`src/tsqb_pkg.sv`:
```
// Shared types and constants for the threshold select block with quintic blend.
// Depends on nothing; every other file refers to it by scoped names.
package tsqb_pkg;

  localparam int SAMPLE_BITS = 16;
  localparam int FRAC_BITS = 16;

  typedef logic signed [SAMPLE_BITS-1:0] sample_t;
  typedef logic [SAMPLE_BITS-2:0] falloff_t;
  typedef logic [FRAC_BITS-1:0] frac_t;
  typedef logic [FRAC_BITS:0] fade_t;

  typedef enum logic [1:0] {
    MODE_LOW,
    MODE_HIGH,
    MODE_BLEND
  } mode_t;

  typedef enum logic {
    REG_THRESHOLD = 1'b0,
    REG_FALLOFF   = 1'b1
  } reg_index_t;

  typedef struct packed {
    mode_t   mode;
    sample_t lo;
    sample_t hi;
  } side_t;

endpackage

```
`src/tsqb_mix.sv`:
```
// Interpolation from the low toward the high sample, rounding, saturation, the
// choice of low, high or blend by mode and the output register. Depends on tsqb_pkg.
module tsqb_mix (
  input  logic                 clk,
  input  logic                 rst,
  input  logic                 adv,
  input  logic                 in_vld,
  input  tsqb_pkg::side_t      in_side,
  input  tsqb_pkg::fade_t      f,
  output logic                 out_vld,
  output tsqb_pkg::sample_t    result
);

  localparam int SB = tsqb_pkg::SAMPLE_BITS;
  localparam int FB = tsqb_pkg::FRAC_BITS;
  localparam int MW = FB + SB + 3;
  localparam int RW = SB + 4;
  localparam logic signed [MW-1:0] HALF = MW'(1) << (FB - 1);
  localparam logic signed [RW-1:0] SMAX = {{(RW-SB+1){1'b0}}, {(SB-1){1'b1}}};
  localparam logic signed [RW-1:0] SMIN = ~SMAX;

  logic                   m1_vld;
  tsqb_pkg::side_t        m1_side;
  logic signed [MW-1:0]   m1_prod;
  tsqb_pkg::side_t        out_side;

  logic signed [SB:0]     diff;
  logic signed [MW-1:0]   prod;
  logic signed [MW-1:0]   w;
  logic signed [RW-1:0]   sum;
  tsqb_pkg::sample_t      blend;
  tsqb_pkg::sample_t      result_next;

  assign diff = (SB+1)'($signed(in_side.hi)) - (SB+1)'($signed(in_side.lo));
  assign prod = MW'($signed({1'b0, f})) * MW'(diff);
  assign w    = m1_prod + HALF;
  assign sum  = RW'($signed(m1_side.lo)) + RW'($signed(w[MW-1:FB]));

  always_comb begin
    if (sum > SMAX) begin
      blend = SMAX[SB-1:0];
    end else if (sum < SMIN) begin
      blend = SMIN[SB-1:0];
    end else begin
      blend = sum[SB-1:0];
    end
    case (m1_side.mode)
      tsqb_pkg::MODE_HIGH:  result_next = m1_side.hi;
      tsqb_pkg::MODE_BLEND: result_next = blend;
      default:              result_next = m1_side.lo;
    endcase
  end

  always_ff @(posedge clk) begin
    if (rst) begin
      m1_vld  <= 1'b0;
      out_vld <= 1'b0;
    end else if (adv) begin
      m1_vld  <= in_vld;
      out_vld <= m1_vld;
    end
  end

  always_ff @(posedge clk) begin
    if (adv) begin
      m1_side  <= in_side;
      m1_prod  <= prod;
      out_side <= m1_side;
      result   <= result_next;
    end
  end

`ifndef NO_ASSERTIONS
  a_blend_between: assert property (@(posedge clk) disable iff (rst)
    out_vld && out_side.mode == tsqb_pkg::MODE_BLEND
      |-> ($signed(result) >= $signed(out_side.lo) && $signed(result) <= $signed(out_side.hi))
       || ($signed(result) <= $signed(out_side.lo) && $signed(result) >= $signed(out_side.hi)))
    else $error("blended result outside the span of its two samples");
`endif

endmodule

```
`config.mk`:
```
export PLATFORM = sky130hd
export DESIGN_NAME = tsqb_mix
export DESIGN_NICKNAME = d
export VERILOG_FILES = /design/src/tsqb_pkg.sv /design/src/tsqb_mix.sv
export SDC_FILE = /design/constraint.sdc
export NUM_CORES = 1
export LEC_CHECK = 0
export BUFFER_PORTS_ARGS = -buffer_cell sky130_fd_sc_hd__buf_2
export CAP_MARGIN = 20
export CORE_AREA = 2 2 159 316
export CTS_BUF_LIST = sky130_fd_sc_hd__clkbuf_4 sky130_fd_sc_hd__clkbuf_8
export CTS_CLUSTER_SIZE = 14
export DETAILED_ROUTE_END_ITERATION = 12
export DIE_AREA = 0 0 161 318
export GPL_TIMING_DRIVEN = 0
export PLACE_DENSITY = 0.52
export SKIP_LAST_GASP = 1
export SLEW_MARGIN = 20
export SYNTH_ARGS = -nofsm -noshare
export SYNTH_HDL_FRONTEND = slang
export SYNTH_SLANG_ARGS = --single-unit
```
`constraint.sdc`:
```
create_clock -name clk -period 18.2 [get_ports clk]
set_clock_uncertainty 0.1 [all_clocks]
set_input_delay 1.82 -clock clk [delete_from_list [all_inputs] [get_ports clk]]
set_output_delay 1.82 -clock clk [all_outputs]
set_load 0.03 [all_outputs]
```
Word-level counts from Yosys, hierarchy flattened
Cells that the tools add are included.
{ "word_totals": {"in_bits": 55, "reg_bits": 87, "out_inout_bits": 17, "word_cells": 18} }
{ "op_classes": {"eq_ne": 2, "order_cmp": 2, "muxes": 3, "addsub": 3, "multipliers": 1} }
{ "ops": {"columns": ["op", "count"], "rows": [
  ["$add 35x17->35 const B", 1],
  ["$mul 18x17->35", 1],
  ["$mux 16", 2],
  ["$pmux 16 s2", 1],
  ["$add 16x19->20", 1],
  ["$gt 20x16->1 const B", 1],
  ["$lt 20x16->1 const B", 1],
  ["$sub 16x16->17", 1],
  ["$eq 2x1->1 const B", 1],
  ["$eq 2x2->1 const B", 1]
]} }

Longest topological paths before layout
{ "depth": {"depth_word": 6, "ltp_mapped": 32, "ltp_nobuf": 31} }

Worst setup path before layout
OpenSTA, ideal clock, no wires.
{ "synth_path": {"kind": "input port to flip-flop", "from": "input in_side[0] in the netlist's numbering", "to": "register m1_prod[31] (data pin)", "t_arrival_ns": 9.034, "path_buffers": 1, "setup_time_ns": 0.258, "t_required_ns": 17.842, "cell_stages": 29, "path_slack_ns": 8.808, "cell_sequence": "inv_1 -> ha_1 -> fa_1 -> nor2b_1 -> o21ai_0 -> a21boi_0 -> o211ai_1 -> a211o_1 -> nor3b_1 -> o311ai_2 -> clkbuf_1 -> a21oi_1 -> fa_1 -> fa_1 -> fa_1 -> fa_1 -> fa_1 -> inv_1 -> fa_1 -> inv_1 -> ha_1 -> a21o_1 -> a21oi_1 -> o221ai_1 -> a21oi_1 -> a21oi_1 -> a2111oi_0 -> o21ba_2 -> xnor2_1"} }
{ "synth_via": {"elab_chain_len": 2} }
{ "synth_lines": {"columns": ["item", "line_no", "rtl"], "rows": [
  ["start: declaration", "tsqb_mix.sv:8", "input tsqb_pkg::side_t in_side,"],
  ["$sub 16x16->17", "tsqb_mix.sv:34", "assign diff = (SB+1)'($signed(in_side.hi)) - (SB+1)'($signed(in_side.lo));"],
  ["$mul 18x17->35", "tsqb_mix.sv:35", "assign prod = MW'($signed({1'b0, f})) * MW'(diff);"],
  ["via prod[31]", "tsqb_mix.sv:28", "logic signed [MW-1:0] prod;"],
  ["end signal: assignment", "tsqb_mix.sv:67", "m1_prod <= prod;"],
  ["end: declaration", "tsqb_mix.sv:24", "logic signed [MW-1:0] m1_prod;"]
]} }
The timed path passes the listed nets, and every way through them passes these cells.
A chain may end at the register's enable or synchronous reset.

Final worst setup path
Ends and elaborated chain as after synthesis.

==> out/metrics.yaml <==
holdWs_ns: 0.414
yosys-top-cells-area: "fa_1 31%, edfxtp_1 15%, ha_1 14%, inv_1 8.6%, nand2_1 5.0%"
overflow: 0
dp_hpwl_um: 34100
routed_wirelength_um: 40100
area_growth_pct: 9.59
drt-initial-drc-count: 759
fillers: 5184
critPathCaptureType: "flop"
synth_top_cell_by_area: "fa_1"
vias: 11000
grt_pass1_wl_um: 64600
wl_per_cell_um: 17.4
synth_edf_count: 70
max_freq_ghz: 0.0920
num_antenna_cells: 0
worstRegToRegCells: 18
antenna_found_initial: 1
htreeDepth: 3
final_net_count: 2105
post_cts_buffers: 0
crit_type: "primary input to flop"
yosysSeqAreaShare: 0.148
cts_buffer_depth: 2
remaining_drc_errors: 0
start_util: 0.296
drive_gt1_frac: 0.0659
io_pins: 72
yosysWarningCount: 0
clock_latency_ns: 0.36
finalSetupViolations: 0
hold_buffers: 0
fin_setup_tns_ns: 0
status: "finished clean"
viasPerCell: 4.77
numCtsBuffers: 9
path_common_cell: "fa_1"
tightest_slew_ns: 1.06
die_w_um: 161
grt_max_degree: 39
maxCapViolations: 0
rows: 115
grt_usage: 0.161
io_buffer_count: 65
cts_resized: 0
ant_nets: 0
synth_cell_types: 68
max_stage_delay_ns: 0.84
clkSlewWorstSetupHoldPaths_ns: 0.09
detail_route.first_pass.iterations: 5
die_area_sq_mm: 0.0512
synth_area_sq_mm: 0.0145
syn-mean-instance-area_sq_um: 9.14
numClockSinks: 72
slew_headroom: 0.288
synthFlopType: "edfxtp_1"
required_ns: 18.20
yosysMostFrequentCell: "inv_1"
synth_fp_nets: 2027
critPathSlowestCell: "xnor2_1"
holdCritPathClass: "flop to flop"
cts_tree: "built"
synth_top_area_frac: 0.311
worstPathArrival_ns: 10.87
grt_pass1_vias: 11700
synth-seq-cells: 72
async_flop_share: 0
slew_violations: 0
whs_path_depth: 2
hold_viol_final: 0
startpoint_type: "primary input"
place_congestion: 0.838
clock-root-buffer: "clkbuf_8"
path_max_fanout: 10
rsz0062_at_grt: "false"
postSynthCellCount: 1585
core_sq_mm: 0.0489
finalCritPeriodShare: 0.597
die_h_um: 318
period_needed_ns: 10.87
synth_commonest_cells: "332 x inv_1, 225 x fa_1, 193 x nand2_1, 162 x ha_1, 70 x edfxtp_1"
[per-layer routing]
| metal | wire length (um) | part of all wire | vias to the layer above | track usage |
|---|---|---|---|---|
| met5 | 0 | 0 | - | 0 |
| met3 | 2220 | 0.055 | 26 | 0.0291 |
| met2 | 19100 | 0.48 | 265 | 0.272 |
| met4 | 544 | 0.014 | 0 | 0.0232 |
| li1 | - | - | 5208 | - |
| met1 | 18300 | 0.46 | 5516 | 0.220 |
[layout make-up]
| type | instances | area, sq um | share of cell area |
|---|---|---|---|
| clock inverters | 7 | 77.6 | 0.00488 |
| inverters | 332 | 1250 | 0.0785 |
| flip-flops and latches | 72 | 2140 | 0.135 |
| clock buffers | 9 | 124 | 0.00780 |
| well taps | 643 | 805 | 0.0506 |
| multi-input cells | 1127 | 10900 | 0.688 |
| repair buffers | 67 | 355 | 0.0224 |
| plain buffers | 54 | 204 | 0.0128 |
[flip-flops by register name, indices dropped and copies added, names as in the netlist]
register	count
m1_prod	20
result	16
m1_side	34
out_vld	1
m1_vld	1
[placed cells by master, fill, tap and decap left out, types with 17 or more instances in the layout]
cell | Yosys | final
a21o_1 | 22 | 22
a21oi_1 | 49 | 49
and2_1 | 68 | 68
and3_1 | 17 | 17
buf_2 | 1 | 65
clkbuf_1 | 47 | 47
edfxtp_1 | 70 | 70
fa_1 | 225 | 225
ha_1 | 162 | 162
inv_1 | 332 | 332
nand2_1 | 193 | 193
nand2b_1 | 27 | 27
nand3_1 | 30 | 30
nor2_1 | 51 | 51
nor2b_1 | 38 | 38
o21ai_0 | 27 | 27
xnor2_1 | 39 | 37
xor2_1 | 17 | 17
[cells by family (layout without fill, tap and decap cells)]
kind of cell | count (synthesis) | count (layout) | synth area share
xor gates and xnor gates | 56 | 56 | 0.0338
muxes | 19 | 19 | 0.0138
buffers and inverters | 386 | 469 | 0.100
AOI/OAI and AO/OA | 195 | 195 | 0.0942
DFF | 72 | 72 | 0.148
and+or+nand+nor | 470 | 470 | 0.160
adders and majority gates | 387 | 387 | 0.451
[through the flow]
stage,instances,cell area (sq um),utilization,setup WS [ns]
floorplan,1585,14500,-,8.81
global placement,2293,15600,0.319,6.53
detailed placement,2295,15700,0.320,6.96
CTS,2311,15900,0.325,7.31
global route,2311,15900,0.325,6.81
finish,2311,15900,0.325,7.33
[worst paths after layout]
path | from | slack (ns) | endpoint
worst max register to register | m1_prod[15]$_DFFE_PP_ | 13.23 | result[12]$_DFFE_PP_
worst max-delay path | in_side[0] | 7.33 | m1_prod[31]$_DFFE_PP_
worst min-delay path | m1_vld$_SDFFE_PP0P_ | 0.41 | m1_vld$_SDFFE_PP0P_
worst min register to register | m1_vld$_SDFFE_PP0P_ | 0.41 | m1_vld$_SDFFE_PP0P_
[critical path, delay by kind of cell]
family | cells | cell delay [ns]
fa+ha+maj | 9 | 4.05
compound gates | 10 | 2.72
buf+inv | 8 | 0.95
xor+xnor | 2 | 0.92
simple gates | 3 | 0.37
Power is left out: the tool's default activity adds up to more than one toggle a clock period on the data nets, which glitch-free logic cannot reach.
