--- src/tsqb_pkg.sv ---
// Shared types and constants for the threshold select block with quintic blend.
// Depends on nothing; every other file refers to it by scoped names.
package tsqb_pkg;

  localparam int SAMPLE_BITS = 16;
  localparam int FRAC_BITS = 16;

  typedef logic signed [SAMPLE_BITS-1:0] sample_t;
  typedef logic [SAMPLE_BITS-2:0] falloff_t;
  typedef logic [FRAC_BITS-1:0] frac_t;
  typedef logic [FRAC_BITS:0] fade_t;

  typedef enum logic [1:0] {
    MODE_LOW,
    MODE_HIGH,
    MODE_BLEND
  } mode_t;

  typedef enum logic {
    REG_THRESHOLD = 1'b0,
    REG_FALLOFF   = 1'b1
  } reg_index_t;

  typedef struct packed {
    mode_t   mode;
    sample_t lo;
    sample_t hi;
  } side_t;

endpackage

--- src/tsqb_fade.sv ---
// Quintic fade 6t^5 - 15t^4 + 10t^3 in three register stages, one multiplier of
// two variables in each. Depends on tsqb_pkg.
module tsqb_fade (
  input  logic                 clk,
  input  logic                 rst,
  input  logic                 adv,
  input  logic                 in_vld,
  input  tsqb_pkg::side_t      in_side,
  input  tsqb_pkg::frac_t      t,
  output logic                 out_vld,
  output tsqb_pkg::side_t      out_side,
  output tsqb_pkg::fade_t      f
);

  localparam int FB = tsqb_pkg::FRAC_BITS;
  localparam int PW = FB + 5;
  localparam logic [PW-1:0] TEN   = PW'(10) << FB;
  localparam logic [PW-1:0] ONE_W = PW'(1) << FB;

  logic            s1_vld;
  logic            s2_vld;
  tsqb_pkg::side_t s1_side;
  tsqb_pkg::side_t s2_side;
  tsqb_pkg::frac_t s1_t;
  tsqb_pkg::frac_t s1_t2;
  tsqb_pkg::frac_t s2_t3;
  logic [PW-1:0]   s2_p;

  logic [2*FB-1:0] sq;
  logic [2*FB-1:0] cube;
  logic [PW-1:0]   pos;
  logic [PW-1:0]   neg;
  logic [FB+PW-1:0] full;
  logic [PW-1:0]   scaled;

  assign sq     = (2*FB)'(t) * (2*FB)'(t);
  assign cube   = (2*FB)'(s1_t2) * (2*FB)'(s1_t);
  assign pos    = PW'(s1_t2) * PW'(6) + TEN;
  assign neg    = PW'(s1_t) * PW'(15);
  assign full   = (FB+PW)'(s2_t3) * (FB+PW)'(s2_p);
  assign scaled = full[FB+PW-1:FB];

  always_ff @(posedge clk) begin
    if (rst) begin
      s1_vld  <= 1'b0;
      s2_vld  <= 1'b0;
      out_vld <= 1'b0;
    end else if (adv) begin
      s1_vld  <= in_vld;
      s2_vld  <= s1_vld;
      out_vld <= s2_vld;
    end
  end

  always_ff @(posedge clk) begin
    if (adv) begin
      s1_side  <= in_side;
      s1_t     <= t;
      s1_t2    <= sq[2*FB-1:FB];
      s2_side  <= s1_side;
      s2_t3    <= cube[2*FB-1:FB];
      s2_p     <= (pos < neg) ? '0 : pos - neg;
      out_side <= s2_side;
      f        <= (scaled > ONE_W) ? ONE_W[FB:0] : scaled[FB:0];
    end
  end

endmodule

--- config.mk ---
export PLATFORM = sky130hd
export DESIGN_NAME = tsqb_fade
export DESIGN_NICKNAME = d
export VERILOG_FILES = /design/src/tsqb_pkg.sv /design/src/tsqb_fade.sv
export SDC_FILE = /design/constraint.sdc
export NUM_CORES = 2
export LEC_CHECK = 0
export BUFFER_PORTS_ARGS = -buffer_cell sky130_fd_sc_hd__clkbuf_2
export CAP_MARGIN = 20
export CORE_MARGIN = 5
export CORE_UTILIZATION = 53
export DETAILED_ROUTE_END_ITERATION = 16
export GPL_TIMING_DRIVEN = 0
export PLACE_DENSITY = 0.78
export SETUP_SLACK_MARGIN = 0.15
export SYNTH_ARGS = -nofsm -noshare
export SYNTH_HDL_FRONTEND = slang
export SYNTH_SLANG_ARGS = --single-unit
--- constraint.sdc ---
create_clock -name clk -period 6.5 [get_ports clk]
set_input_delay 0.975 -clock clk [delete_from_list [all_inputs] [get_ports clk]]
set_output_delay 0.975 -clock clk [all_outputs]
set_load 0.005 [all_outputs]
**Word level (Yosys, flattened, before mapping)**

Cells that the tools add are included.

- Logic and storage cells: 26
- Flip-flop bits (word level): 191
- Output and inout bits: 52
- Input bits: 54

- Multiply operators: 5
- Add/sub/neg operators: 2
- Order comparisons: 2

Operators with widths:

| cell | count |
|---|---|
| $mul A16 B16 Y32 | 2 |
| $mul A16 B21 Y37 | 1 |
| $add A19 B20 Y21 const B | 1 |
| $gt A21 B17 Y1 const B | 1 |
| $lt A21 B20 Y1 | 1 |
| $sub A21 B20 Y21 | 1 |
| $mul A16 B4 Y20 const B | 1 |
| $mul A16 B2 Y18 const B | 1 |

**Longest topological paths before layout**

- Word-level depth: 3
- Depth in mapped cells: 25
- Gate-level depth less buffers: 24

**Worst setup path after synthesis**

No wires, ideal clock.

- Path kind: register to register
- From: register s1_t[1]
- To: register s2_t3[12], data pin
- Library setup time: 0.262 ns
- Clock period less this slack: 6.783 ns
- Path slack: -0.283 ns
- Arrival time: 6.521 ns
- Required time: 6.238 ns
- Buffers on the path: 2
- Stages on the path, launching flop included: 25
- Cell sequence: edfxtp_1 > clkbuf_1 > clkbuf_1 > nand2_1 > fa_1 > inv_1 > fa_1 > inv_1 > fa_1 > fa_1 > inv_1 > fa_1 > inv_1 > fa_1 > inv_1 > ha_1 > a221oi_1 > o21ai_0 > and2_1 > o311ai_0 > a311oi_1 > a41o_1 > a211oi_1 > o21bai_1 > xor2_1

- Word-level cells in the longest chain between the ends: 1

Ends and longest elaborated chain:

| what | line | RTL |
|---|---|---|
| from (decl) | tsqb_fade.sv:24 | `tsqb_pkg::frac_t s1_t;` |
| from (signal assigned) | tsqb_fade.sv:58 | `s1_t <= t;` |
| $mul A16 B16 Y32 | tsqb_fade.sv:37 | `assign cube = (2*FB)'(s1_t2) * (2*FB)'(s1_t);` |
| named net cube[28] | tsqb_fade.sv:30 | `logic [2*FB-1:0] cube;` |
| to (signal assigned) | tsqb_fade.sv:61 | `s2_t3 <= cube[2*FB-1:FB];` |
| to (decl) | tsqb_fade.sv:26 | `tsqb_pkg::frac_t s2_t3;` |

The timed path passes the listed nets, and every way through them passes these cells.
A chain may end at the register's enable or synchronous reset.

**Worst setup path after layout**

- From: register s2_t3[10]
- To: register f[2], data pin

- Word-level cells in the longest chain between the ends: 2

Ends and longest elaborated chain:

| what | line | RTL |
|---|---|---|
| $mul A16 B21 Y37 * | tsqb_fade.sv:40 | `assign full = (FB+PW)'(s2_t3) * (FB+PW)'(s2_p);` |
| $gt A21 B17 Y1 | tsqb_fade.sv:64 | `f <= (scaled > ONE_W) ? ONE_W[FB:0] : scaled[FB:0];` |
| to (signal assigned) | tsqb_fade.sv:64 |  |
| to (decl) | tsqb_fade.sv:12 | `output tsqb_pkg::fade_t f` |

Every way passes the cells marked *; elsewhere a longest branch is shown, timed or not.

==> results by group <==
Finish
  – Final nets: 4,906
  – Antenna fix cells: 0
  – Design area: 40,400 um2
  – Layout area overhead: 16.9%
  – Layout cells sized above 1: between 15 and 20%

Hold path
  – Hold WC Path Type: flip-flop to flip-flop

Timing
  – Post-layout min period: between 6000 and 7000 ps
  – F_max: ~0.15 GHz
  – TNS Setup: -4780 ps
  – Slew @ Worst Pin: 680 ps
  – PnR worst setup slack: -363 ps
  – Setup violations, final: 21
  – Period utilization: 106%
  – Clock skew: 26.3 ps
  – Fin. max-slew vios: 0
  – Slew margin rel.: 54.5%
  – RSZ-0062 raised after global routing: true
  – Final Hold Vio Count: 0

Route
  – Wire per inst: about 18 um
  – Post-route DRC: 0
  – Final wirelength: ~86,000 um
  – Vias post-DR: between 20,000 and 30,000
  – Iter 0 DRT Violations: 1,788
  – DRT antenna net count: 0
  – Drt pass-1 iters: 6
  – Via density: 5.41

Placement
  – HPWL after DPL: 65,200 um
  – # port buffers: about 110
  – Gpl congestion: around 0.94
  – DP Area: 36,600 um2

Global routing
  – Congestion Overflow GR: 0
  – Initial antenna violation count: 0
  – Total GRT Usage: 24.0%
  – First-pass GRT wire length: 136,000 um
  – Vias in the first global route: between 20,000 and 30,000
  – Pin count of the biggest net entering global routing: 124

Critical path
  – CP peak stage delay: 580 ps
  – Worst setup path category: flip-flop to flip-flop
  – Startpoint types: flip-flop
  – Crit-path slowest cell: fa_2
  – Worst-path maximum fanout: 6
  – CP bufs+invs: 7
  – Delay-heaviest family, CP: adder cells
  – Kind of end point of the critical path: flip-flop
  – Cell repeated most along the worst path: fa_2
  – Crit-path cells: buf_6 -> buf_8 -> buf_6 -> and2_4 -> fa_1 -> inv_2 -> fa_2 -> inv_2 -> fa_2 -> fa_2 -> fa_2 -> inv_2 -> fa_2 -> inv_2 -> ha_4 -> and4_4 -> a221o_1 -> nor2_1 -> o21ai_2 -> a311o_1 -> a2111oi_4 -> nand4_2 -> a211oi_2
  – Critical Path RT: 6790 ps
  – Worst EP arrival: 7150 ps

Synth
  – Fraction of registers with async set/reset: 0%
  – Avg Synthesized Cell Area: between 9 and 10 um2
  – Netlist cell types: 73
  – Top FF cell, synth: edfxtp_1
  – Synth warnings: 0
  – Synthesized flop and latch total: 191
  – Seq/Total Area, Yosys: 16.5%
  – Post-synth EDFFs: 188
  – Cell Area, Synth: 34,500 um2
  – Post-synthesis cell count: 3,515
  – Syn_nets: 4,585

Die
  – # IOs: 106
  – Row count: 93
  – Overall die height: around 270 um
  – Initial core utilization: 53.6%
  – Core area: 64,500 um2
  – DIE AREA: 70,400 um2
  – Die W: 265 um

Clock tree
  – Root Driver: clkbuf_16
  – Worst skew pair latency: 480 ps
  – Clock Path Buffers: 2
  – Num CTS Buffers: 17
  – Reg clk slew, reported paths: roughly 80 ps
  – CTS tree: done
  – H-tree Lvls: 4
  – Clk sink count: 191
  – CTS Hold Buffers Added: 0

Outcome
  – Status: complete, but fails checks
  – Failing checks: negative setup slack

Run
  – Max Cap Viol: 0
[cell usage in the layout (no fill, tap or decap), types with 17 or more instances in the layout]
master and instances:
clkbuf_4 21, and3_1 17, nor2_1 85, fa_2 25, nand3_1 22, buf_6 34, nand2_1 446, buf_4 175
inv_1 756, xor2_1 33, edfxtp_1 188, buf_8 22, o21ai_0 33, inv_2 37, nor3_1 22, clkbuf_16 26
ha_1 343, ha_4 21, and2_1 276, a21o_1 38, clkbuf_2 119, a21oi_1 62, xnor2_1 53, fa_1 624
[path summary, 6_finish.rpt]
kind,from,to,slack (ps),depth (start not counted)
worst max-delay path,s2_t3[10],f[2],-360,23
worst max register to register,s2_t3[10],f[2],-360,23
worst min-delay path,s1_side[16],s2_side[16],420,0
worst min register to register,s1_side[16],s2_side[16],420,0
[cells by family (layout without fill, tap and decap cells)]
kind of cell | count (synthesis) | in the layout | share of synthesized area (%)
AOI/OAI and AO/OA | 298 | 298 | 5.97
muxes | 8 | 8 | 0.235
xor gates and xnor gates | 97 | 97 | 2.46
buffers and inverters | 916 | 1249 | 9.96
and+or+nand+nor | 989 | 990 | 13.9
adders and majority gates | 1016 | 1016 | 50.9
DFF | 191 | 191 | 16.5
[registers in the layout (all words and copies together) (netlist names)]
| name | count |
|---|---|
| s2_side | 34 |
| s1_t2 | 16 |
| s1_side | 34 |
| s2_t3 | 16 |
| s1_vld | 1 |
| s2_vld | 1 |
| f | 17 |
| s2_p | 21 |
| out_side | 34 |
| s1_t | 16 |
| out_vld | 1 |
[synth_stat cells, drive strengths merged (9+ instances only)]
master  number  area, um2
and2       292       1830
nand2      458       1720
or2         10       62.6
fa         649      13000
o21a         9       67.6
and3        19        119
a21o        39        293
nor2        91        342
nand3       23        115
inv        798       3000
a31oi       11       68.8
edfxtp     188       5650
nor2b       15       93.8
nor3        25        125
o21bai      12       90.1
xor2        36        315
ha         367       4590
a21oi       81        409
xnor2       61        534
a211oi      29        218
clkbuf     113        424
o21ai       44        220
nand2b      14       87.6
[timing repair]
action	4_1_cts	5_1_grt
endpoints found under the setup margin	63	59
hold endpoints to repair	0	0
resized for setup	264	233
pin swaps	88	125
gates cloned	3	3
buffers inserted	120	70
[metal layers]
layer  track usage, %  up-vias  wire length (um)
li1                 -    11500                 -
met1             29.9    12600             32800
met2             42.4     1101             43100
met3             3.70      251              6490
met4             9.05        0              3590
met5                0        -                 0
[per-stage QoR]
step	worst slack [ps]	hold WS [ps]	instances	utilization (%)
final	-363	422	4704	62.7
after global routing	-554	425	4704	62.7
after CTS	-304	420	4631	60.6
after detailed placement	-1160	405	4476	56.7
after global placement	-1110	400	4475	56.6
after floorplan	92.6	400	3515	-
[layout make-up]
| cell class | instances | area, um2 |
|---|---|---|
| Timing Repair Buffer | 301 | 2270 |
| Tap cell | 855 | 1070 |
| Buffer | 118 | 1090 |
| Multi-Input combinational cell | 2409 | 26600 |
| Clock inverter | 15 | 216 |
| Inverter | 798 | 3010 |
| Sequential cell | 191 | 5710 |
| Fill cell | 4945 | 24100 |
| Clock buffer | 17 | 425 |
Power is left out: the tool's default activity adds up to more than one toggle a clock period on the data nets, which glitch-free logic cannot reach.
