`src/tsqb_pkg.sv`:
```
// Shared types and constants for the threshold select block with quintic blend.
// Depends on nothing; every other file refers to it by scoped names.
package tsqb_pkg;

  localparam int SAMPLE_BITS = 16;
  localparam int FRAC_BITS = 16;

  typedef logic signed [SAMPLE_BITS-1:0] sample_t;
  typedef logic [SAMPLE_BITS-2:0] falloff_t;
  typedef logic [FRAC_BITS-1:0] frac_t;
  typedef logic [FRAC_BITS:0] fade_t;

  typedef enum logic [1:0] {
    MODE_LOW,
    MODE_HIGH,
    MODE_BLEND
  } mode_t;

  typedef enum logic {
    REG_THRESHOLD = 1'b0,
    REG_FALLOFF   = 1'b1
  } reg_index_t;

  typedef struct packed {
    mode_t   mode;
    sample_t lo;
    sample_t hi;
  } side_t;

endpackage

```
`src/tsqb_div.sv`:
```
// Restoring divider, one quotient bit per register stage, giving the blend
// factor in Q0.16. Depends on tsqb_pkg.
module tsqb_div (
  input  logic                 clk,
  input  logic                 rst,
  input  logic                 adv,
  input  logic                 in_vld,
  input  tsqb_pkg::side_t      in_side,
  input  logic [tsqb_pkg::SAMPLE_BITS-1:0] offset,
  input  logic                 sat,
  input  tsqb_pkg::falloff_t   falloff,
  output logic                 out_vld,
  output tsqb_pkg::side_t      out_side,
  output tsqb_pkg::frac_t      t
);

  localparam int SB = tsqb_pkg::SAMPLE_BITS;
  localparam int NS = tsqb_pkg::FRAC_BITS;

  logic            vld  [NS+1];
  tsqb_pkg::side_t side [NS+1];
  logic [SB-1:0]   rem  [NS+1];
  tsqb_pkg::frac_t quo  [NS+1];
  logic            satp [NS+1];
  logic [SB-1:0]   den;

  assign den     = {falloff, 1'b0};
  assign vld[0]  = in_vld;
  assign side[0] = in_side;
  assign rem[0]  = offset;
  assign quo[0]  = '0;
  assign satp[0] = sat;

  for (genvar k = 0; k < NS; k++) begin : g_stage
    logic [SB:0] dbl;
    logic [SB:0] sub;
    logic        ge;

    assign dbl = {rem[k], 1'b0};
    assign sub = dbl - {1'b0, den};
    assign ge  = dbl >= {1'b0, den};

    always_ff @(posedge clk) begin
      if (rst) begin
        vld[k+1] <= 1'b0;
      end else if (adv) begin
        vld[k+1] <= vld[k];
      end
    end

    always_ff @(posedge clk) begin
      if (adv) begin
        rem[k+1]  <= ge ? sub[SB-1:0] : dbl[SB-1:0];
        quo[k+1]  <= {quo[k][NS-2:0], ge};
        side[k+1] <= side[k];
        satp[k+1] <= satp[k];
      end
    end
  end

  assign out_vld  = vld[NS];
  assign out_side = side[NS];
  assign t        = satp[NS] ? '1 : quo[NS];

`ifndef NO_ASSERTIONS
  a_rem_below_divisor: assert property (@(posedge clk) disable iff (rst)
    vld[NS] && side[NS].mode == tsqb_pkg::MODE_BLEND && !satp[NS]
      |-> rem[NS] < den)
    else $error("divider remainder not below the divisor");
`endif

endmodule

```
`config.mk`:
```
export PLATFORM = sky130hd
export DESIGN_NAME = tsqb_div
export DESIGN_NICKNAME = d
export VERILOG_FILES = /design/src/tsqb_pkg.sv /design/src/tsqb_div.sv
export SDC_FILE = /design/constraint.sdc
export NUM_CORES = 1
export LEC_CHECK = 0
export ABC_AREA = 1
export BUFFER_PORTS_ARGS = -buffer_cell sky130_fd_sc_hd__buf_2
export CORE_MARGIN = 8
export CORE_UTILIZATION = 63
export CTS_CLUSTER_DIAMETER = 50
export DETAILED_ROUTE_END_ITERATION = 7
export GPL_ROUTABILITY_DRIVEN = 0
export PLACE_DENSITY = 0.83
export SLEW_MARGIN = 20
export SYNTH_ARGS = -nofsm -noshare
export SYNTH_HDL_FRONTEND = slang
export SYNTH_SLANG_ARGS = --single-unit
```
`constraint.sdc`:
```
create_clock -name clk -period 5 [get_ports clk]
set_clock_uncertainty 0.05 [all_clocks]
set_input_delay 1 -clock clk [delete_from_list [all_inputs] [get_ports clk]]
set_output_delay 1 -clock clk [all_outputs]
set_load 0.1 [all_outputs]
```
Word level (Yosys, flattened, before mapping)
Cells that the tools add are included.
{"block": "totals", "output_inout_bits": 51, "input_bits": 70, "register_bits": 952, "wordCells": 173}
{"block": "op_classes", "muxes": 16, "addsub": 15, "order_cmp": 16}
{"op": ">= comparator 17 x 16 -> 1 bit", "count": 16}
{"op": "2-to-1 mux 16 bit", "count": 16}
{"op": "subtractor 16 bit", "count": 15}

Depth between registers and ports, before layout
Gate-level depths: netlist of the first run.
{"block": "depth", "ltp_word": 2, "ltp_mapped": 14, "ltp_nobuf": 13}

Worst setup path after synthesis of the first run
No wires, ideal clock.
{"block": "synth_path", "path_kind": "input to register", "startpoint": "input falloff[0]", "endpoint": "register rem (netlist bit g_stage[14].dbl[15]), data pin", "cell_stages": 14, "setup_time_ns": 0.253, "slack_ns": 0.772, "t_required_ns": 4.697, "n_path_buf": 3, "t_arrival_ns": 3.925, "path_cell_list": "inv_1 > clkbuf_1 > clkbuf_1 > fa_1 > nand2_1 > nand2_1 > nand3_1 > nand3_1 > nand2_1 > nand2_2 > inv_2 > buf_4 > nand2_1 > nand2_1"}
{"block": "synth_between", "elab_chain_len": 2, "elab_cells_between_ends": 3, "classes_between": "add/sub: 1; order compare: 1; mux: 1"}
{"item": "start, declared", "line": "tsqb_div.sv:11", "source": "input tsqb_pkg::falloff_t falloff,"}
{"item": "subtractor 16 bit / >= comparator 17 x 16 -> 1 bit (equally long branches)", "line": "tsqb_div.sv:40, tsqb_div.sv:41"}
{"item": "2-to-1 mux 16 bit (*)", "line": "tsqb_div.sv:53", "source": "rem[k+1] <= ge ? sub[SB-1:0] : dbl[SB-1:0];"}
{"item": "end signal, assigned by index", "line": "tsqb_div.sv:53"}
{"item": "end, declared", "line": "tsqb_div.sv:22", "source": "logic [SB-1:0] rem [NS+1];"}
Mark *: on every way between the ends. The rest lies on a longest branch, timed or not.
A chain may end at the register's enable or synchronous reset.

Final worst setup path of the first run
{"block": "layout_path", "startpoint": "input falloff[3]", "endpoint": "register rem (netlist bit g_stage[7].dbl[16]), data pin"}
The elaborated chain is that of the path after synthesis.

==> metrics, run 1 <==
status complete, no violations; setup_tns 0 ns; Commonest cells post-synth nand2_1 (1491), edfxtp_1 (921), inv_1 (586), nand3_1 (292), nor2_1 (255); # rows 98; CP Class in2reg; async set or reset register ratio after synthesis 0; final setup fails 0; delay-heaviest family, CP simple AND/OR/NAND/NOR gates; Placed Area 46900 sq um; Max FO, Critical Path 23; Nets 4898; leakage 22.6 nW; worst hold margin 0.353 ns; Startpoint Class input pin; Data required, critical path 5.36 ns; Layout Area Growth over Synthesis 11.5%; DR vias/cell 5.40; area of the die 80500 sq um; clock insertion delay at the later pin of the skew report 0.67 ns; DRC 0; syn nets 4700; Post-Syn Area 45200 sq um; largest net degree at the start of global routing 111; Pwr Total 28.2 mW; first-pass GRT wire length 151000 um; IR drop worst, VDD 338 uV; fmax 305 MHz; global route overflow 0; FF/Latch Area 28000 sq um; synth top area cells edfxtp_1 (61%), nand2_1 (12%), ha_1 (6.6%); Mapped Cells 4376; worst hold path class reg2reg; H-tree Lvls 3; Total GRT Usage 0.231; Detailed Place HPWL 59800 um; area of the multi-input gates 14400 sq um; Reg2Reg Launch Point g_stage[14].dbl[2]; Slew headroom 0.291; critical-path cell list buf_2, inv_1, ha_1, nor2_1, inv_1, nand3_1, nand2_1, nand2_2, nand3_2, nand3_1, nand2_1; Finished Cell Area 50400 sq um; drt pass-1 iters 8; Post-synth EDFFs 921; # Post-CTS Setup Buffers 0; port bufs 120; initial core utilization 0.634; CP arrival 3.63 ns; max-cap viol count 0; Power Density 559 nW/um^2; FILL cells 4876; ys flop type edfxtp_1; Slew Viols, Final 0; clock root cell clkbuf_16; final wirelength 94300 um; RSZ-0062 raised after global routing false; fin crit share 0.655; Core ar. 71200 sq um; io pins 121; CTS Hold Bufs 0; Seq cells post-synth 937; Clock Pin Slew Worst Setup and Hold Paths 0.06 ns; die width 284 um; most instantiated library cell after synthesis nand2_1; critical path capture point type flip-flop; Tightest Pin Transition 1.06 ns; HP Start quo[104]; post-synthesis sequential area ratio 0.619; share of cells above drive strength 1 0.0873; top cell type's share of synthesized area 0.612; CP max stage delay 0.75 ns; Final Hold Viols 0; clock sink count 937; synth warn 0; DR vias 30315; post-route minimum period 3.27 ns; WP buf/inv 3; CTS resizes 0; Avg Cell Area, Syn 10.3 sq um; CTS max path bufs 3; initial antenna violation count 0; CTS tree built; Initial DRC Count 2723; Finished Layout Cells 5615; DRT antenna net count 0; post-synth top area cell edfxtp_1; Routed WL per cell 16.8 um; synth unique cells 35; Num CTS Buffers 104; Inst Count DP 5418; Die Y 284 um; crit path from falloff[3]; slowest CP cell inv_1; vias in the first global route 29538
## final timing paths
check | endpoint | slack (ns) | cells after the start
hold / removal | quo[89] | 0.35 | 0
hold reg to reg | quo[89] | 0.35 | 0
setup reg to reg | g_stage[15].dbl[9] | 2.41 | 9
setup / recovery | g_stage[7].dbl[16] | 1.73 | 11
## sequential cells by signal, indices dropped and copies added, names as in the netlist
register,cells
side,510
g_stage.dbl,225
quo,136
out_side,34
satp,16
vld,15
out_vld,1
## power breakdown
group	switching [mW]	internal (mW)
logic	6.24	3.16
registers	0.766	10.4
clock network	3.27	4.28
total	10.3	17.9
## cells by family after synthesis
family,Yosys count,synth area share
simple gates,2258,0.210
buf+inv,670,0.0612
fa+ha+maj,254,0.0729
compound gates,177,0.0210
flops,937,0.619
xor+xnor,80,0.0155
## layout make-up
type	instances	share of cell area
flip-flops and latches	937	0.555
multi-input cells	2769	0.286
clock buffers	124	0.0536
inverters	596	0.0444
well taps	950	0.0236
repair buffers	166	0.0212
clock inverters	72	0.0153
diodes	1	0.0000497
## routing by layer
metal / vias to the layer above / track usage / wire, um
met3: 305 / 0.0356 / 6150
met2: 1107 / 0.397 / 45900
li1: 14916 / - / -
met5: - / 0 / 0
met4: 0 / 0.103 / 4430
met1: 13987 / 0.289 / 37800
## through the flow
stage	setup WS, ns	util
after global placement	1.27	0.658
after global routing	1.54	0.707
final	1.73	0.707
after CTS	1.62	0.707
after detailed placement	1.16	0.658
after floorplan	0.772	-
## layout by cell type (no fill, tap or decap), drive strengths merged, types with 15 or more instances in the layout
master | synthesis | layout
or2 | 27 | 27
nor2 | 257 | 257
and2 | 31 | 31
fa | 15 | 15
nand3b | 43 | 43
buf | 67 | 166
dfxtp | 16 | 16
clkbuf | 7 | 124
xor2 | 78 | 78
clkinv | 0 | 43
nand4 | 68 | 68
nand3 | 297 | 297
inv | 596 | 614
o21ai | 50 | 50
ha | 239 | 239
nand2 | 1514 | 1514
a21oi | 125 | 125
nor3 | 20 | 20
edfxtp | 921 | 921
(Power assumes the default switching activity.)
==> run 2, diff against run 1 <==
--- a/config.mk
+++ b/config.mk
@@ -5,14 +5,14 @@
 export SDC_FILE = /design/constraint.sdc
 export NUM_CORES = 1
 export LEC_CHECK = 0
-export ABC_AREA = 1
+export ABC_AREA = 0
 export BUFFER_PORTS_ARGS = -buffer_cell sky130_fd_sc_hd__buf_2
 export CORE_MARGIN = 8
-export CORE_UTILIZATION = 63
+export CORE_UTILIZATION = 62
 export CTS_CLUSTER_DIAMETER = 50
 export DETAILED_ROUTE_END_ITERATION = 7
 export GPL_ROUTABILITY_DRIVEN = 0
-export PLACE_DENSITY = 0.83
+export PLACE_DENSITY = 0.82
 export SLEW_MARGIN = 20
 export SYNTH_ARGS = -nofsm -noshare
 export SYNTH_HDL_FRONTEND = slang
==> constraint.sdc (replaced) <==
create_clock -name clk -period 3.1 [get_ports clk]
set_clock_uncertainty 0.05 [all_clocks]
set_input_delay 0.62 -clock clk [delete_from_list [all_inputs] [get_ports clk]]
set_output_delay 0.62 -clock clk [all_outputs]
set_load 0.1 [all_outputs]
==> metrics, run 2 <==
critical path capture point type flip-flop; worst hold path class in2reg; Commonest cells post-synth edfxtp_1 (921), ha_1 (239), mux2_2 (155), a21oi_1 (147), nor2_1 (129); Final Hold Viols 0 (unchanged); Slew headroom 0.0823 (-0.209); Slew Viols, Final 0 (unchanged); Placed Area 47800 sq um (+1.9%); most instantiated library cell after synthesis edfxtp_1; Clock Pin Slew Worst Setup and Hold Paths 0.07 ns (about the same); Data required, critical path 3.37 ns (-1.99 ns); post-synth top area cell edfxtp_1; Seq cells post-synth 937 (unchanged); DR vias 28109 (-7.3%); post-route minimum period 3.57 ns; Core ar. 67200 sq um (-5.7%); initial core utilization 0.626 (-0.00833); Die Y 276 um (-2.6%); max-cap viol count 0 (unchanged); synth unique cells 93 (+170%); met3 usage 0.0690 (+0.0334); top cell type's share of synthesized area 0.658 (+0.0459); Avg Cell Area, Syn 15.4 sq um (+49%); FF/Latch Area 28000 sq um (unchanged); syn nets 3060 (-35%); Detailed Place HPWL 65600 um (+9.6%); Num CTS Buffers 96 (-7.7%); Total GRT Usage 0.280 (+0.0493); CP arrival 3.84 ns (+0.21 ns); final wirelength 113000 um (+20%); Finished Cell Area 51500 sq um (+2.2%); met2 Usage GRT 0.479 (+0.0815); CP Class reg2reg; max reg flops 510 (unchanged); Biggest register side; commonest cells after routing, fill and taps aside edfxtp_1 (921), buf_4 (487), ha_1 (238); CTS Hold Bufs 0 (unchanged); clock root cell clkbuf_16; global route overflow 0 (unchanged); GR Layer Usage met1 0.322 (+0.0332); synth warn 0 (unchanged); GR peak layer met2; largest net degree at the start of global routing 97 (-13%); Startpoint Class flip-flop; Tightest Pin Transition 1.36 ns (+0.297 ns); # rows 95 (-3.1%); port bufs 120 (unchanged); DRC 0 (unchanged); Nets 3737 (-24%); ys flop type edfxtp_1; clock insertion delay at the later pin of the skew report 0.68 ns (about the same); fmax 280 MHz; H-tree Lvls 3 (unchanged); fin crit share 1.15; initial antenna violation count 6 (+6); leakage 20.1 nW (-11%); Max FO, Critical Path 9 (-61%); status complete, but fails checks; async set or reset register ratio after synthesis 0 (unchanged); final setup fails 15 (+15); Mapped Cells 2736 (-37%); DRT antenna net count 0 (unchanged); Final Util 0.766 (+0.0593); Routed WL per cell 25.8 um (+54%); IR drop worst, VDD 783 uV (+130%); most common cell after layout, fill and taps aside edfxtp_1; FILL cells 3458 (-29%); drt pass-1 iters 7 (-1); Post-synth EDFFs 921 (unchanged); Power Density 1020 nW/um^2 (+83%); first-pass GRT wire length 167000 um (+11%); post-synthesis sequential area ratio 0.666 (+0.0464); Initial DRC Count 3417 (+25%); vias in the first global route 29094 (-1.5%); Final WS setup -0.467 ns (-2.19 ns); CTS max path bufs 3 (unchanged); CTS tree built; area of the multi-input gates 13700 sq um (-5.3%); die width 276 um (-2.6%); Layout Area Growth over Synthesis 22.5%; Post-Syn Area 42000 sq um (-7.0%); synth top area cells edfxtp_1 (66%), ha_1 (7.1%), mux2_2 (4.2%); share of cells above drive strength 1 0.320 (+0.233); area of the die 76400 sq um (-5.2%); io pins 121 (unchanged); clock sink count 937 (unchanged); DR vias/cell 6.44 (+19%); failing checks setup timing
-- run 2: changes by cell type in the layout (fill, tap and decap cells not counted), sizes merged, moves of 27 or more --
cell	previous run	this run
nand3	297	32
a21o	0	49
buf	166	650
nand3b	43	1
xnor2	2	101
inv	614	87
mux2	0	179
o21a	2	37
nor2	257	129
nand4	68	26
nor2b	0	27
o21ai	50	104
nand2	1514	100
a21oi	125	160
-- run 2: through the flow --
step,hold WS (ns),setup WS [ns],power (mW),instances,setup TNS (ns)
2_1_floorplan,0.350,-0.800,31.0,2736,-92.43
3_3_place_gp,0.350,-0.449,36.8,4163,-64.62
3_5_place_dp,0.355,-0.738,38.1,4163,-81.33
4_1_cts,0.0210,0.00659,51.2,4344,0
5_1_grt,0.0311,-0.409,54.3,4364,-1.08
6_report,0.0559,-0.467,52.5,4368,-1.33
-- run 2: repair_timing --
| item | CTS | global route |
|---|---|---|
| gates cloned | 0 | 2 |
| setup buffers | 5 | 18 |
| setup endpoints to repair | 38 | 88 |
| resized for setup | 7 | 32 |
| pin swaps | 1 | 14 |
-- run 2: logic make-up after synthesis --
group / synth area share
flip-flops: 0.666
AO/OA/AOI/OAI: 0.0900
AND/OR/NAND/NOR: 0.0565
adder cells (fa/ha/maj): 0.0783
multiplexers: 0.0558
XOR/XNOR: 0.0340
buffers and inverters: 0.0196
-- run 2: worst max-delay path, cell delays in order, from the launching register on --
cell and delay [ns]:
edfxtp_1 0.42, ha_1 0.37, o21ai_0 0.24, o21bai_2 0.31
a31oi_2 0.14, o221ai_1 0.26, a41oi_2 0.19, buf_4 0.20
buf_4 0.18, o31ai_1 0.85
-- run 2: area by class of cell --
class / count / share of cell area
flip-flops and latches: 937 / 0.544
multi-input cells: 1645 / 0.265
repair buffers: 651 / 0.0992
clock buffers: 100 / 0.0470
well taps: 873 / 0.0212
clock inverters: 76 / 0.0172
inverters: 82 / 0.00627
diodes: 4 / 0.000195
-- run 2: worst paths after layout --
| check | start | endpoint | slack [ns] | cells after the start |
|---|---|---|---|---|
| worst max-delay path | g_stage[3].dbl[5] | g_stage[4].dbl[5] | -0.47 | 9 |
| worst min-delay path | in_side[6] | side[516] | 0.06 | 1 |
| worst max register to register | g_stage[3].dbl[5] | g_stage[4].dbl[5] | -0.47 | 9 |
| worst min register to register | quo[19] | quo[4] | 0.35 | 0 |
-- run 2: power breakdown --
group / leakage (nW) / internal (mW) / switching [mW]
Clock: 1.59 / 6.79 / 5.30
Combinational: 9.37 / 10.7 / 11.0
Sequential: 9.14 / 17.1 / 1.60
Total: 20.1 / 34.6 / 17.9
-- run 2: routing by layer --
layer	wire length, um	up-vias	part of all wire
met4	8000	6	0.071
met3	11500	734	0.10
met1	38900	13361	0.34
li1	-	11966	-
met2	54400	2042	0.48
met5	44	-	0.00039
